**src/rtl/core/bps_pkg.sv**
```systemverilog
package bps_pkg;

  // Register and field widths
  localparam int unsigned REG_W      = 8;
  localparam int unsigned CFG_ADDR_W = 2;
  localparam int unsigned BLINK_W    = 2;
  localparam int unsigned IN_DATA_W  = 8;
  localparam int unsigned OUT_DATA_W = 8;

  // Configuration reset values
  localparam logic [REG_W-1:0] HOLD_LIMIT_RST      = 8'd10;
  localparam logic [REG_W-1:0] EMPTY_LIMIT_RST     = 8'd5;
  localparam logic [REG_W-1:0] REPORT_INTERVAL_RST = 8'd20;

  // Blink phase on which the LED toggles, and empty counter ceiling
  localparam logic [BLINK_W-1:0] BLINK_TOGGLE = 2'd3;
  localparam logic [REG_W-1:0]   EMPTY_MAX    = 8'hFF;

  // Configuration register indexes
  typedef enum logic [CFG_ADDR_W-1:0] {
    CFG_HOLD_LIMIT      = 2'd0,
    CFG_EMPTY_LIMIT     = 2'd1,
    CFG_REPORT_INTERVAL = 2'd2
  } cfg_idx_t;

  // Request kinds
  typedef enum logic {
    REQ_TICK     = 1'b0,
    REQ_HOST_CMD = 1'b1
  } req_t;

  typedef struct packed {
    logic [REG_W-1:0] hold_limit;
    logic [REG_W-1:0] empty_limit;
    logic [REG_W-1:0] report_interval;
  } cfg_t;

  typedef struct packed {
    req_t req_type;
    logic button_level;
    logic battery_empty;
    logic vbus_absent;
    logic power_good_level;
    logic command_pending;
    logic host_load_value;
  } in_item_t;

  typedef struct packed {
    logic power_off;
    logic led_on;
    logic load_enable;
    logic report_due;
    logic serve_command;
  } out_item_t;

endpackage

```
**src/rtl/core/bps_step.sv**
```systemverilog
module bps_step import bps_pkg::*; (
  input  logic      clk,
  input  logic      rst_n,
  input  logic      step_en,
  input  in_item_t  item,
  input  cfg_t      cfg,
  output out_item_t result
);

  logic               button_held_r, button_held_nxt;
  logic [REG_W-1:0]   hold_count_r, hold_count_nxt;
  logic [REG_W-1:0]   empty_count_r, empty_count_nxt;
  logic [BLINK_W-1:0] blink_phase_r, blink_phase_nxt;
  logic               led_level_r, led_level_nxt;
  logic [REG_W-1:0]   report_count_r, report_count_nxt;
  logic               good_history_r, good_history_nxt;
  logic               load_level_r, load_level_nxt;
  logic               host_override_r, host_override_nxt;

  logic pressed;
  logic empty_no_vbus;
  logic off;
  logic report;

  assign pressed       = ~item.button_level;
  assign empty_no_vbus = item.battery_empty & item.vbus_absent;

  // Compute next state and the result for one transaction
  always_comb begin
    button_held_nxt   = button_held_r;
    hold_count_nxt    = hold_count_r;
    empty_count_nxt   = empty_count_r;
    blink_phase_nxt   = blink_phase_r;
    led_level_nxt     = led_level_r;
    report_count_nxt  = report_count_r;
    good_history_nxt  = good_history_r;
    load_level_nxt    = load_level_r;
    host_override_nxt = host_override_r;
    off               = 1'b0;
    report            = 1'b0;

    if (item.req_type == REQ_HOST_CMD) begin
      host_override_nxt = item.host_load_value;
      load_level_nxt    = item.host_load_value;
    end else begin
      // Power button hold
      if (pressed && !button_held_r) begin
        button_held_nxt = 1'b1;
        hold_count_nxt  = hold_count_r + 1'b1;
      end else if (pressed) begin
        if (hold_count_r >= cfg.hold_limit) begin
          hold_count_nxt = '0;
          off            = 1'b1;
        end else begin
          hold_count_nxt = hold_count_r + 1'b1;
        end
      end else if (button_held_r) begin
        hold_count_nxt  = '0;
        button_held_nxt = 1'b0;
      end

      // Empty battery without VBUS, saturating count
      if (empty_no_vbus) begin
        if (empty_count_r != EMPTY_MAX) empty_count_nxt = empty_count_r + 1'b1;
        if (empty_count_r > cfg.empty_limit) off = 1'b1;
      end else begin
        empty_count_nxt = '0;
      end

      // LED blink while empty
      if (item.battery_empty && (blink_phase_r == BLINK_TOGGLE)) begin
        led_level_nxt = ~led_level_r;
      end else if (!item.battery_empty) begin
        led_level_nxt = 1'b1;
      end
      blink_phase_nxt = blink_phase_r + 1'b1;

      // Report pacing
      if (report_count_r < cfg.report_interval) begin
        report_count_nxt = report_count_r + 1'b1;
      end else begin
        report_count_nxt = '0;
        report           = 1'b1;
      end

      // Load switch follows power-good edges unless the host holds it
      if (!host_override_r) begin
        if (!item.power_good_level && !good_history_r) begin
          good_history_nxt = 1'b1;
          load_level_nxt   = 1'b0;
        end else if (item.power_good_level && good_history_r) begin
          good_history_nxt = 1'b0;
          load_level_nxt   = 1'b1;
        end
      end
    end

    result.power_off     = off;
    result.led_on        = led_level_nxt;
    result.load_enable   = load_level_nxt;
    result.report_due    = report;
    result.serve_command = ~report & item.command_pending &
                           (item.req_type == REQ_TICK);
  end

  // Advance state on each processed transaction
  always_ff @(posedge clk) begin
    if (!rst_n) begin
      button_held_r   <= 1'b0;
      hold_count_r    <= '0;
      empty_count_r   <= '0;
      blink_phase_r   <= '0;
      led_level_r     <= 1'b1;
      report_count_r  <= '0;
      good_history_r  <= 1'b1;
      load_level_r    <= 1'b0;
      host_override_r <= 1'b0;
    end else if (step_en) begin
      button_held_r   <= button_held_nxt;
      hold_count_r    <= hold_count_nxt;
      empty_count_r   <= empty_count_nxt;
      blink_phase_r   <= blink_phase_nxt;
      led_level_r     <= led_level_nxt;
      report_count_r  <= report_count_nxt;
      good_history_r  <= good_history_nxt;
      load_level_r    <= load_level_nxt;
      host_override_r <= host_override_nxt;
    end
  end

endmodule

```
**src/rtl/core/battery_power_supervisor_tick_top.sv**
```systemverilog
// A transaction accepted at in_* is held in the input register, then passes through one
// step of the supervisor logic into the result register, which drives out_*.
// Throughput: one transaction per clock while out_tready stays high.
// Reset (rst_n low at a clock edge) empties both registers, loads the
// configuration defaults and returns all supervisor state to its start values.
module battery_power_supervisor_tick_top import bps_pkg::*; (
  input  logic                  clk,
  input  logic                  rst_n,
  // Input channel
  input  logic                  in_tvalid,
  output logic                  in_tready,
  // [0] button_level, [1] battery_empty, [2] vbus_absent,
  // [3] power_good_level, [4] command_pending, [5] host_load_value, [7:6] zero
  input  logic [IN_DATA_W-1:0]  in_tdata,
  // [0] req_type
  input  logic                  in_tuser,
  // Result channel
  output logic                  out_tvalid,
  input  logic                  out_tready,
  // [0] power_off, [1] led_on, [2] load_enable, [3] report_due,
  // [4] serve_command, [7:5] zero
  output logic [OUT_DATA_W-1:0] out_tdata,
  // Configuration port
  input  logic                  cfg_we,
  input  logic [CFG_ADDR_W-1:0] cfg_addr,
  input  logic [REG_W-1:0]      cfg_wdata
);

  cfg_t      cfg_r;
  logic      s1_valid_r;
  in_item_t  s1_item_r;
  in_item_t  in_item;
  logic      out_valid_r;
  out_item_t out_item_r;
  out_item_t step_result;
  logic      out_free;
  logic      step_fire;

  // Unpack the input transaction
  assign in_item.req_type         = req_t'(in_tuser);
  assign in_item.button_level     = in_tdata[0];
  assign in_item.battery_empty    = in_tdata[1];
  assign in_item.vbus_absent      = in_tdata[2];
  assign in_item.power_good_level = in_tdata[3];
  assign in_item.command_pending  = in_tdata[4];
  assign in_item.host_load_value  = in_tdata[5];

  assign out_free  = ~out_valid_r | out_tready;
  assign step_fire = s1_valid_r & out_free;
  assign in_tready = ~s1_valid_r | out_free;

  // Configuration registers
  always_ff @(posedge clk) begin
    if (!rst_n) begin
      cfg_r.hold_limit      <= HOLD_LIMIT_RST;
      cfg_r.empty_limit     <= EMPTY_LIMIT_RST;
      cfg_r.report_interval <= REPORT_INTERVAL_RST;
    end else if (cfg_we) begin
      unique case (cfg_addr)
        CFG_HOLD_LIMIT:      cfg_r.hold_limit      <= cfg_wdata;
        CFG_EMPTY_LIMIT:     cfg_r.empty_limit     <= cfg_wdata;
        CFG_REPORT_INTERVAL: cfg_r.report_interval <= cfg_wdata;
        default: ;
      endcase
    end
  end

  // Input register
  always_ff @(posedge clk) begin
    if (!rst_n) begin
      s1_valid_r <= 1'b0;
    end else if (in_tready) begin
      s1_valid_r <= in_tvalid;
    end
  end

  always_ff @(posedge clk) begin
    if (in_tready && in_tvalid) s1_item_r <= in_item;
  end

  bps_step u_step (
    .clk     (clk),
    .rst_n   (rst_n),
    .step_en (step_fire),
    .item    (s1_item_r),
    .cfg     (cfg_r),
    .result  (step_result)
  );

  // Result register
  always_ff @(posedge clk) begin
    if (!rst_n) begin
      out_valid_r <= 1'b0;
    end else if (out_free) begin
      out_valid_r <= s1_valid_r;
    end
  end

  always_ff @(posedge clk) begin
    if (step_fire) out_item_r <= step_result;
  end

  assign out_tvalid = out_valid_r;
  assign out_tdata  = {3'b000, out_item_r.serve_command, out_item_r.report_due,
                       out_item_r.load_enable, out_item_r.led_on,
                       out_item_r.power_off};

  // A report tick never serves a command
  a_report_serve_excl: assert property (@(posedge clk) disable iff (!rst_n)
    out_tvalid |-> !(out_tdata[3] && out_tdata[4]))
    else $error("report_due and serve_command both set");

  // A host command result carries no pulses
  a_host_cmd_quiet: assert property (@(posedge clk) disable iff (!rst_n)
    (step_fire && (s1_item_r.req_type == REQ_HOST_CMD)) |=>
      (!out_tdata[0] && !out_tdata[3] && !out_tdata[4]))
    else $error("host command result has a pulse set");

  // A held item moves to the result register once it is free
  a_stage_advance: assert property (@(posedge clk) disable iff (!rst_n)
    (s1_valid_r && !out_valid_r) |=> out_valid_r)
    else $error("input register item not advanced");

  // Input side always takes a transaction when the input register is empty
  a_ready_when_empty: assert property (@(posedge clk) disable iff (!rst_n)
    !s1_valid_r |-> in_tready)
    else $error("input stalled with empty input register");

endmodule

```
**config.mk**
```make
export PLATFORM = sky130hd
export DESIGN_NAME = battery_power_supervisor_tick_top
export DESIGN_NICKNAME = d
export VERILOG_FILES = /design/src/rtl/core/bps_pkg.sv /design/src/rtl/core/bps_step.sv /design/src/rtl/core/battery_power_supervisor_tick_top.sv
export SDC_FILE = /design/constraint.sdc
export NUM_CORES = 1
export LEC_CHECK = 0
export ABC_AREA = 1
export BUFFER_PORTS_ARGS = -buffer_cell sky130_fd_sc_hd__clkbuf_2
export CAP_MARGIN = 20
export CORE_MARGIN = 2
export CORE_UTILIZATION = 30
export DETAILED_ROUTE_END_ITERATION = 8
export PLACE_DENSITY = 0.46
export SLEW_MARGIN = 20
export SYNTH_ARGS = -nofsm -noshare
export SYNTH_HDL_FRONTEND = slang
export SYNTH_SLANG_ARGS = --single-unit
```
**constraint.sdc**
```tcl
create_clock -name clk -period 2.3 [get_ports clk]
set_input_delay 0.23 -clock clk [delete_from_list [all_inputs] [get_ports clk]]
set_output_delay 0.23 -clock clk [all_outputs]
set_load 0.01 [all_outputs]
```
Word-level counts from Yosys, hierarchy flattened

Index checks and enable logic that the tools add are counted.

Register bits after elaboration: 69
Output and inout bits: 10

$add $sub $neg: 4
Magnitude comparators: 3
Equal/unequal tests: 6
Muxes and demuxes: 25
Bitwise logic cells: 13
Reductions and logical operators: 20

Operator list:

| kind                                                             | number |
|---|---|
| 8-bit 2-to-1 mux                                                 | 7 |
| 8-bit by 1-bit adder with 8-bit output (second input constant)   | 3 |
| 1-bit 2-to-1 mux                                                 | 18 |
| 2-bit AND reduction                                              | 5 |
| 3-bit AND reduction                                              | 3 |
| 8-bit greater-or-equal comparator                                | 1 |
| 8-bit > comparator                                               | 1 |
| 8-bit less-than comparator                                       | 1 |
| 8-bit != test (second input constant)                            | 1 |
| 1-bit NOT                                                        | 7 |
| 1-bit logical AND                                                | 5 |
| 1-bit bitwise AND                                                | 4 |
| 2-bit == test (second input constant)                            | 2 |
| 4-bit AND reduction                                              | 1 |
| 2-bit nonzero test                                               | 2 |
| 1-bit logical NOT                                                | 3 |
| 3-bit by 1-bit != test with 1-bit output (second input constant) | 1 |
| 2-bit by 1-bit adder with 2-bit output (second input constant)   | 1 |
| 2-bit by 1-bit == test with 1-bit output (second input constant) | 1 |
| 2-bit logical NOT                                                | 1 |
| 2-bit != test (second input constant)                            | 1 |
| 1-bit OR                                                         | 2 |

Longest topological paths before layout

Gate-level depths: netlist of the first run.

Depth in word-level cells: 6
Depth in mapped cells: 12
Gate-level depth less buffers: 12

By module

Synthesis of the first run repeated with hierarchy kept, for this count alone.

Cell total of the unflattened synthesis: 503
Area, all modules: 3781.1 sq um

Modules (own cells, without submodules):

| module                            | instances | cells an instance | area an instance (sq um) | sequential area each (sq um) |
|---|---|---|---|---|
| bps_step                          | 1         | 328               | 2284.7                   | 620.6 |
| battery_power_supervisor_tick_top | 1         | 175               | 1496.4                   | 880.8 |

Worst setup path before layout of the first run

OpenSTA, ideal clock, no wires.

Kind: register to register
From: register u_step.report_count_r[5]
To: register u_step.report_count_r[6]
Arrival time: 1.378 ns
Required time: 2.235 ns
Path slack: 0.857 ns
Cell stages (with the launch flop): 9
Path buffers: 0
Period minus slack after synthesis: 1.443 ns
Path through: dfxtp_1 ha_1 a21oi_1 nor2_1 nor3_1 nand2_1 nand2_1 nand2_1 nor2_1

Word-level cells in the longest chain between the ends: 2
Elaborated cells on any way between the ends: 3

RTL lines:

| what                                                                                        | RTL line                       | text |
|---|---|---|
| from (decl)                                                                                 | bps_step.sv:15                 | `logic [REG_W-1:0] report_count_r, report_count_nxt;` |
| from (signal assigned)                                                                      | bps_step.sv:124                | `report_count_r <= report_count_nxt;` |
| 8-bit by 1-bit adder with 8-bit output / 8-bit less-than comparator (equally long branches) | bps_step.sv:80, bps_step.sv:79 |  |
| 8-bit 2-to-1 mux (*)                                                                        | bps_step.sv:79                 | `if (report_count_r < cfg.report_interval) begin` |

Every way passes the cells marked *; elsewhere a longest branch is shown, timed or not.
A chain may end at the register's enable or synchronous reset.

Worst setup path in the final report of the first run

Same ends and word-level chain as after synthesis.

==> metrics.md, run 1 <==
| Metric | Value |
|---|---|
| PwrDens | 705 nW/µm² |
| Cell mode on critical path | nand2_1 |
| Core Area | 11400 µm² |
| Clk_lat worst skew | 330 ps |
| DR WL/cell | 12.2 µm |
| CTS max path bufs | 2 |
| Worst vdd ir | 0.000284 V |
| CP startpoint kind | register |
| Area grow syn2layout | 16.1% |
| Clock share of power | 0.471 |
| Slew HR | 0.627 |
| Unique masters post-synth | 37 |
| Comb power frac | 0.074 |
| Crit path buffers/inverters | 0 |
| Vias in the first global route | 2630 |
| Min-delay worst type | in -> reg |
| Non-filler cells, final | 613 |
| Post-synth ARST share | 0 |
| Die area | 12500 µm² |
| Crit end category | register |
| Syn avg cell area | 8.06 µm² |
| Max_cap viols | 0 |
| DRT iter0 DRCs | 97 |
| 1st-pass router iterations | 4 |
| Ports | 34 |
| Num Clock Sinks | 69 |
| Critical Path Max Stage Delay | 400 ps |
| Commonest non-fill, non-tap cells in the layout | 72 x nand2_1, 60 x inv_1, 57 x dfxtp_1 |
| CTS H-tree depth | 3 |
| Worst EP arrival | 1980 ps |
| Initial core utilization | 0.306 |
| Reg clk slew, reported paths | 50 ps |
| Worst slew pin tran | 554 ps |
| Most common cell after layout, fill and taps aside | nand2_1 |
| Die width | 112 µm |
| Post-synth EDFFs | 12 |
| Die Y | 112 µm |
| #FFs+latches synth | 69 |
| Final Hold Viols | 0 |
| Via count | 2790 |
| Fmax | 585 MHz |
| Sequential element share of the synthesized area | 0.429 |
| N_diodes | 0 |
| Nets@finish | 518 |
| Number of remaining DRC errors | 0 |
| Sequential fraction of design power | 0.455 |
| Yosys warning total | 0 |
| Sw frac | 0.237 |
| Hold Buf Count CTS | 0 |
| Drt via density | 4.55 |
| Hold_ws | 68.3 ps |
| Switching Power | 679 µW |
| Int Pwr | 2.18 mW |
| Setup CP Type | reg -> reg |
| Post-synth top flop | dfxtp_1 |
| Critical-path maximum fanout | 7 |
| Worst Path Required | 2570 ps |
| CP max stage cell | dfxtp_1 |
| Post-layout min period | 1710 ps |
| Placement Setup Slack | 555 ps |
| First-pass GRT wire length | 13000 µm |
| Row cnt | 39 |
| Setup ws final | 590 ps |
| Total gr overflow | 0 |
| GP Congestion | 0.755 |
| Final setup viols | 0 |
| GRT Resource Usage Total | 0.131 |
| CTS Buf Count | 9 |
| Antenna violations before repair | 0 |
| Routed Antenna Nets | 0 |
| Port-buffer cells | 28 |
| Tot Pwr | 2.86 mW |
| Largest net degree at the start of global routing | 28 |
| Final WL | 7490 µm |
| Outcome | complete, no violations |
| Post-Syn Instances | 434 |
| Layout cell share with drive strength beyond 1 | 0.130 |
| CP Cell Sequence | ha_1, a21oi_1, nor2_1, nor3_1, nand2_1, nand2_1, nand2_1, nor2_1 |
| Unrepaired setup endpoints after global routing | false |
| Worst Skew | 5.02 ps |
| Reg2reg setup slack | 590 ps |
| CTS-repair resized insts | 0 |
| Detailed placement HPWL | 5620 µm |
| Root Buffer Master | clkbuf_16 |
| Number of post-CTS setup repair buffers | 0 |
| Pleak | 1.81 nW |
| CP top delay family | simple AND/OR/NAND/NOR gates |
| Final Max Slew Viols | 0 |
| Tcrit/Tclk final | 0.743 |
| Placed cell count | 597 |
| CTS tree | built |
| Mapped cell area | 3500 µm² |
| Post-route setup TNS | 0 ps |
area by class of cell:
cell class	instances	area (µm²)
Clock buffer	11	233
Multi-Input combinational cell	290	1690
Fill cell	1194	7360
Tap cell	143	179
Timing Repair Buffer	29	148
Clock inverter	5	51.3
Inverter	66	255
Sequential cell	69	1500
synth_stat cells, types with 2 or more instances:
master / count / area, µm²
o21ai_0: 31 / 155
nor3_1: 4 / 20.0
edfxtp_1: 12 / 360
clkbuf_1: 6 / 22.5
dfxtp_1: 57 / 1140
nand3_1: 22 / 110
ha_1: 29 / 363
xnor2_1: 2 / 17.5
inv_1: 60 / 225
nor2_1: 39 / 146
o211ai_1: 5 / 37.5
inv_2: 4 / 15.0
nand4_1: 3 / 18.8
nand2_1: 72 / 270
nand3b_1: 4 / 30.0
o21ai_1: 4 / 20.0
o21a_1: 2 / 15.0
nor3_2: 2 / 20.0
nand2_4: 3 / 33.8
buf_4: 3 / 22.5
xor2_1: 9 / 78.8
a21oi_1: 46 / 230
routing by layer:
metal | share of wire | GRT usage
met5 | 0 | 0
met4 | 0.019 | 0.0512
met3 | 0.043 | 0.0376
met2 | 0.43 | 0.195
met1 | 0.51 | 0.179
logic make-up (layout without fill, tap and decap cells):
family                   Yosys count  in the layout  share of synthesized area
AO/OA/AOI/OAI                     89             89                      0.136
flip-flops                        69             69                      0.429
other                              1              3                    0.00107
XOR/XNOR                          11             11                     0.0276
buffers and inverters             77            111                     0.0884
AND/OR/NAND/NOR                  157            157                      0.211
multiplexers                       1              1                    0.00286
adder cells (fa/ha/maj)           29             29                      0.104
registers in the layout, indices dropped and copies added (netlist names):
signal and cells:
cfg_r 24, out_tdata 5, out_tvalid 1, s1_item_r 7
s1_valid_r 1, u_step.blink_phase_r 2, u_step.button_held_r 1, u_step.empty_count_r 8
u_step.good_history_r 1, u_step.hold_count_r 8, u_step.host_override_r 1, u_step.led_level_r 1
u_step.load_level_r 1, u_step.report_count_r 8
stage by stage:
stage                util  cell area, µm²
floorplan               -            3500
global placement    0.331            3780
detailed placement  0.331            3780
CTS                 0.356            4060
global route        0.356            4060
finish              0.356            4060
final timing paths:
path | start | end | cells past startpoint
setup / recovery | u_step.report_count_r[5] | u_step.report_count_r[6] | 8
hold reg to reg | cfg_r[9] | cfg_r[9] | 2
hold / removal | in_tdata[5] | s1_item_r[0] | 1
setup reg to reg | u_step.report_count_r[5] | u_step.report_count_r[6] | 8
power by group through the flow:
stage               logic, mW  registers (mW)  clock network, mW
detailed placement      0.214            1.33                  0
global route            0.249            1.31               1.45
global placement        0.210            1.33                  0
CTS                     0.216            1.30               1.38
finish                  0.212            1.30               1.35
floorplan               0.149            1.32                  0
(Power assumes the default switching activity.)
==> run 2, diff against run 1 <==
- clock period: 2.3 -> 1.6 ns (I/O delays scaled with it)
==> run 2 against run 1 <==
  * Via count is 1.8% higher
  * Cell area up 8.8%
  * Cell count up 4.7%
  * Combinational power is 63% higher
  * Die area stayed put
  * Routed wire length up 2.1%
  * Largest cell class unchanged
  * Critical path type unchanged
  * Sequential share of layout area fell by 2.8 points
  * Largest power group unchanged
==> metrics.md, run 2 (synthesis gave the netlist of run 1 again) <==
| Metric | Value |
|---|---|
| Outcome | complete, no violations |
| Final WL | 7650 µm (+2.1%) |
| Worst Path Required | 1660 ps (-910 ps) |
| Number of remaining DRC errors | 0 (unchanged) |
| Sequential fraction of design power | 0.454 (about the same) |
| Largest net degree at the start of global routing | 28 (unchanged) |
| Post-layout min period | 1510 ps (-204 ps) |
| Nets@finish | 547 (+5.6%) |
| Tot Pwr | 4.12 mW (+44%) |
| Clock share of power | 0.462 (-0.009) |
| Pleak | 1.96 nW (+8.1%) |
| Crit end category | register |
| Commonest non-fill, non-tap cells in the layout | 68 x nand2_1, 60 x inv_1, 51 x dfxtp_1 |
| Total gr overflow | 0 (unchanged) |
| Layout cell share with drive strength beyond 1 | 0.212 (+0.0826) |
| Core Area | 11400 µm² (unchanged) |
| Placed cell count | 615 (+3.0%) |
| Fmax | 664 MHz (+14%) |
| Sw frac | 0.231 (-0.00618) |
| 1st-pass router iterations | 4 (unchanged) |
| CTS max path bufs | 2 (unchanged) |
| Top reg by flops | cfg_r |
| Drt via density | 4.42 (-2.8%) |
| CTS Buf Count | 9 (unchanged) |
| Worst vdd ir | 0.000551 V (+94%) |
| Max_cap viols | 0 (unchanged) |
| Final Hold Viols | 0 (unchanged) |
| Detailed placement HPWL | 5690 µm (+1.3%) |
| CTS H-tree depth | 3 (unchanged) |
| Vias in the first global route | 2742 (+4.3%) |
| Comb power frac | 0.084 (+0.010) |
| Placement Setup Slack | -27.8 ps (-583 ps) |
| Setup ws final | 93.6 ps (-496 ps) |
| Tcrit/Tclk final | 0.942 (+0.198) |
| GRT Resource Usage Total | 0.130 (-0.000253) |
| Num Clock Sinks | 69 (unchanged) |
| DR WL/cell | 11.9 µm (-2.5%) |
| CP startpoint kind | register |
| Row cnt | 39 (unchanged) |
| Die Y | 112 µm (unchanged) |
| Setup CP Type | reg -> reg |
| Clk_lat worst skew | 330 ps (about the same) |
| N_diodes | 0 (unchanged) |
| Non-filler cells, final | 642 (+4.7%) |
| Worst Skew | 6.36 ps (+1.34 ps) |
| Placed inst area | 3910 µm² (+3.6%) |
| Design Area, Final | 4420 µm² (+8.8%) |
| PwrDens | 933 nW/µm² (+32%) |
| Final setup viols | 0 (unchanged) |
| Most common cell after layout, fill and taps aside | nand2_1 |
| Initial core utilization | 0.306 (unchanged) |
| Ports | 34 (unchanged) |
| Worst EP arrival | 1570 ps (-410 ps) |
| Routed Antenna Nets | 0 (unchanged) |
| Reg clk slew, reported paths | 60 ps (about the same) |
| CTS tree | built |
| Worst slew pin tran | 504 ps (-50.4 ps) |
| Root Buffer Master | clkbuf_16 |
| Int Pwr | 3.17 mW (+45%) |
| Die area | 12500 µm² (unchanged) |
| Port-buffer cells | 28 (unchanged) |
| Largest register FFs | 24 (unchanged) |
| Die width | 112 µm (unchanged) |
| Final Max Slew Viols | 0 (unchanged) |
| Antenna violations before repair | 0 (unchanged) |
| Via count | 2840 (+1.8%) |
| Switching Power | 952 µW (+40%) |
| Slew HR | 0.664 (+0.0371) |
| Fill count | 1201 (+0.59%) |
| Min-delay worst type | in -> reg |
| Critical-path maximum fanout | 3 (-4) |
| DRT iter0 DRCs | 62 (-36%) |
| GP Congestion | 0.734 (-2.7%) |
| Area grow syn2layout | 26.3% |
| First-pass GRT wire length | 13100 µm (+0.79%) |
-- run 2: routing by layer --
layer / vias up / part of all wire / GRT usage
li1: 1537 / - / -
met1: 1252 / 0.52 / 0.176
met2: 42 / 0.43 / 0.201
met3: 9 / 0.033 / 0.0348
met4: 0 / 0.014 / 0.0488
met5: - / 0 / 0
-- run 2: power groups by stage --
stage / combinational, mW / clock [mW] / sequential, mW
2_1_floorplan: 0.214 / 0 / 1.90
3_3_place_gp: 0.316 / 0 / 1.91
3_5_place_dp: 0.320 / 0 / 1.91
4_1_cts: 0.335 / 1.97 / 1.87
5_1_grt: 0.402 / 2.05 / 1.88
6_report: 0.345 / 1.90 / 1.87
-- run 2: final cells by class --
| class | count | area (µm²) | area share |
|---|---|---|---|
| inverters | 66 | 255 | 0.0578 |
| clock buffers | 11 | 233 | 0.0527 |
| flip-flops and latches | 69 | 1510 | 0.342 |
| repair buffers | 58 | 383 | 0.0867 |
| clock inverters | 5 | 51.3 | 0.0116 |
| well taps | 143 | 179 | 0.0405 |
| multi-input cells | 290 | 1810 | 0.409 |
-- run 2: worst max-delay path, cell delays in order (launching register included) --
cell      delay, ps
dfxtp_2         320
inv_1            50
ha_1            270
nand2_1          60
nand3_1          70
nand2_1          50
nand2_1          50
nand2_1          70
nand2_2          70
nand3b_1        160
a21oi_2          80
-- run 2: worst paths after layout --
path	from	cells past startpoint	slack (ps)	end
hold reg to reg	cfg_r[21]	2	460	cfg_r[21]
setup reg to reg	u_step.hold_count_r[0]	10	90	out_tdata[0]
setup / recovery	u_step.hold_count_r[0]	10	90	out_tdata[0]
hold / removal	in_tvalid	3	90	s1_valid_r
-- run 2: what timing repair did --
item,4_1_cts,5_1_grt
endpoints found under the setup margin,13,24
gates cloned,0,0
gates resized for setup,3,26
pin swaps,1,7
hold endpoints to repair,6,1
hold buffers,6,1
setup buffers,1,3
-- run 2: stage by stage --
stage | hold WS (ps) | TNS [ps] | util
after floorplan | 259 | 0 | -
after detailed placement | 339 | -109 | 0.343
after global placement | 337 | 0 | 0.343
after CTS | 0.136 | 0 | 0.374
after global routing | 109 | -8.65 | 0.387
final | 88.2 | 0 | 0.387
==> run 3, diff against run 2 <==
- CORE_UTILIZATION: 30 -> 55
- PLACE_DENSITY: 0.46 -> 0.75
==> run 3 against run 2 <==
  * Global-route usage up 8.5 points
  * Via count increased by 2.6%
  * Clock power fell by 8%
  * Sequential power about the same
  * Count of clock-buffer cells in the layout fell by 2
  * Critical path depth shrank 2
  * Combinational power down 2%
  * Largest power group is now registers
  * Utilization up 29 points
  * Register-to-register slack is essentially flat
  * Fmax decreased by 0.85%
  * Flip-flop and latch count is the same
==> metrics.md, run 3 (synthesis gave the netlist of run 1 again) <==
| Metric | Value |
|---|---|
| Final WL | 7260 µm (-5.1%) |
| CP Cell Sequence | inv_2, ha_4, a21oi_2, nor2_1, nor3_2, nand2_1, buf_4, nor2_4 |
| Most common cell after layout, fill and taps aside | nand2_1 |
| Die Y | 83.7 µm (-25%) |
| Routed Antenna Nets | 0 (unchanged) |
| Tcrit/Tclk final | 0.950 (+0.00808) |
| CTS H-tree depth | 3 (unchanged) |
| Core Area | 6240 µm² (-45%) |
| Worst Skew | 12.6 ps (+6.25 ps) |
| Post-layout min period | 1520 ps (+12.9 ps) |
| CTS tree | built |
| Reg clk slew, reported paths | 80 ps (+20 ps) |
| Design Area, Final | 4230 µm² (-4.2%) |
| Final Max Slew Viols | 0 (unchanged) |
| Clk_lat worst skew | 350 ps (+20 ps) |
| GP Congestion | 0.828 (+13%) |
| 1st-pass router iterations | 4 (unchanged) |
| Ports | 34 (unchanged) |
| Port-buffer cells | 28 (unchanged) |
| CP startpoint kind | register |
| Root Buffer Master | clkbuf_8 |
| Via count | 2913 (+2.6%) |
| Antenna violations before repair | 0 (unchanged) |
| Top reg by flops | cfg_r |
| Critical Path Max Stage Delay | 320 ps (about the same) |
| Detailed placement HPWL | 5020 µm (-12%) |
| Drt via density | 5.15 (+16%) |
| Final setup viols | 0 (unchanged) |
| Worst EP arrival | 1730 ps (+160 ps) |
| CP max stage cell | dfxtp_2 |
| Worst vdd ir | 0.000813 V (+47%) |
| Placed inst area | 3750 µm² (-4.2%) |
| Die width | 83.7 µm (-25%) |
| Nets@finish | 537 (-1.8%) |
| Setup CP Type | reg -> reg |
| Critical-path maximum fanout | 3 (unchanged) |
| DRT iter0 DRCs | 179 (+190%) |
| Setup ws final | 80.6 ps (-12.9 ps) |
| Largest net degree at the start of global routing | 29 (+3.6%) |
| Post-route setup TNS | 0 ps (unchanged) |
| CTS Buf Count | 9 (unchanged) |
| Tot Pwr | 3.95 mW (-4.1%) |
| Vias in the first global route | 2777 (+1.3%) |
| Outcome | complete, no violations |
| Worst Path Required | 1810 ps (+150 ps) |
| Total gr overflow | 0 (unchanged) |
| Final Hold Viols | 0 (unchanged) |
| Layout cell share with drive strength beyond 1 | 0.215 (+0.00230) |
| Row cnt | 29 (-26%) |
| Number of remaining DRC errors | 0 (unchanged) |
| Placement Setup Slack | -81.6 ps (-53.9 ps) |
| DR WL/cell | 12.8 µm (+7.6%) |
| Num Clock Sinks | 69 (unchanged) |
| GRT Resource Usage Total | 0.216 (+0.0855) |
| Fmax | 658 MHz (-0.85%) |
| Area grow syn2layout | 21.0% |
| Pleak | 1.88 nW (-3.6%) |
| Crit end category | register |
| First-pass GRT wire length | 12200 µm (-6.9%) |
| PwrDens | 934 nW/µm² (+0.12%) |
| Max_cap viols | 0 (unchanged) |
| Min-delay worst type | in -> reg |
| Commonest non-fill, non-tap cells in the layout | 67 x nand2_1, 59 x inv_1, 48 x dfxtp_1 |
| Die area | 7010 µm² (-44%) |
| Initial core utilization | 0.560 (+0.254) |
| N_diodes | 0 (unchanged) |
| Largest register FFs | 24 (unchanged) |
| CTS max path bufs | 2 (unchanged) |
==> run 3: cell count changes in the layout (fill, tap and decap cells not counted), moves of 3 or more <==
cell / change
buf_4: -10
clkbuf_16: -9
clkbuf_8: +9
clkinv_4: +3
dfxtp_1: -3
==> run 3: what timing repair did <==
action	CTS	global route
hold buffers	7	0
pin swaps	0	16
endpoints found under the setup margin	9	25
gates resized for setup	2	37
setup buffers	0	5
hold endpoints to repair	7	0
cloned	0	0
==> run 3: metal layers <==
metal / vias to the layer above / track usage / share of wire / wire length, µm
met5: - / 0 / 0 / 0
met4: 0 / 0.0792 / 0.012 / 86
met3: 9 / 0.0514 / 0.059 / 426
met2: 74 / 0.353 / 0.48 / 3510
met1: 1310 / 0.279 / 0.45 / 3240
li1: 1520 / - / - / -
==> run 3: worst paths after layout <==
check | from | to | slack [ps] | cells past startpoint
worst max register to register | cfg_r[5] | out_tdata[4] | 80 | 8
worst max-delay path | cfg_r[5] | out_tdata[4] | 80 | 8
worst min register to register | cfg_r[14] | cfg_r[14] | 460 | 2
worst min-delay path | in_tvalid | s1_valid_r | 60 | 3
==> run 3: area by class of cell <==
type / instances / area, µm²
Clock buffer: 9 / 124
Clock inverter: 7 / 124
Fill cell: 506 / 2010
Inverter: 66 / 255
Multi-Input combinational cell: 290 / 1810
Sequential cell: 69 / 1520
Tap cell: 77 / 96.3
Timing Repair Buffer: 48 / 308
==> run 3: metrics by stage <==
stage | instances | hold slack (ps) | util
after floorplan | 436 | 259 | -
after detailed placement | 538 | 339 | 0.600
final | 566 | 56.0 | 0.678
after global placement | 538 | 338 | 0.600
after global routing | 566 | 76.5 | 0.678
after CTS | 561 | 50.5 | 0.652
==> run 3: critical path: cells and delay by family, from the launching register on <==
family	cells	cell delay [ps]
and+or+nand+nor	4	510
buffers and inverters	2	220
adders and majority gates	1	200
DFF	1	320
AOI/OAI and AO/OA	1	140
==> run 3: report_power, final <==
group          total, mW  internal (mW)  switching (mW)
Combinational      0.339          0.129           0.210
Sequential          1.87           1.83          0.0354
Clock               1.74           1.04           0.700
Total               3.95           3.00           0.946
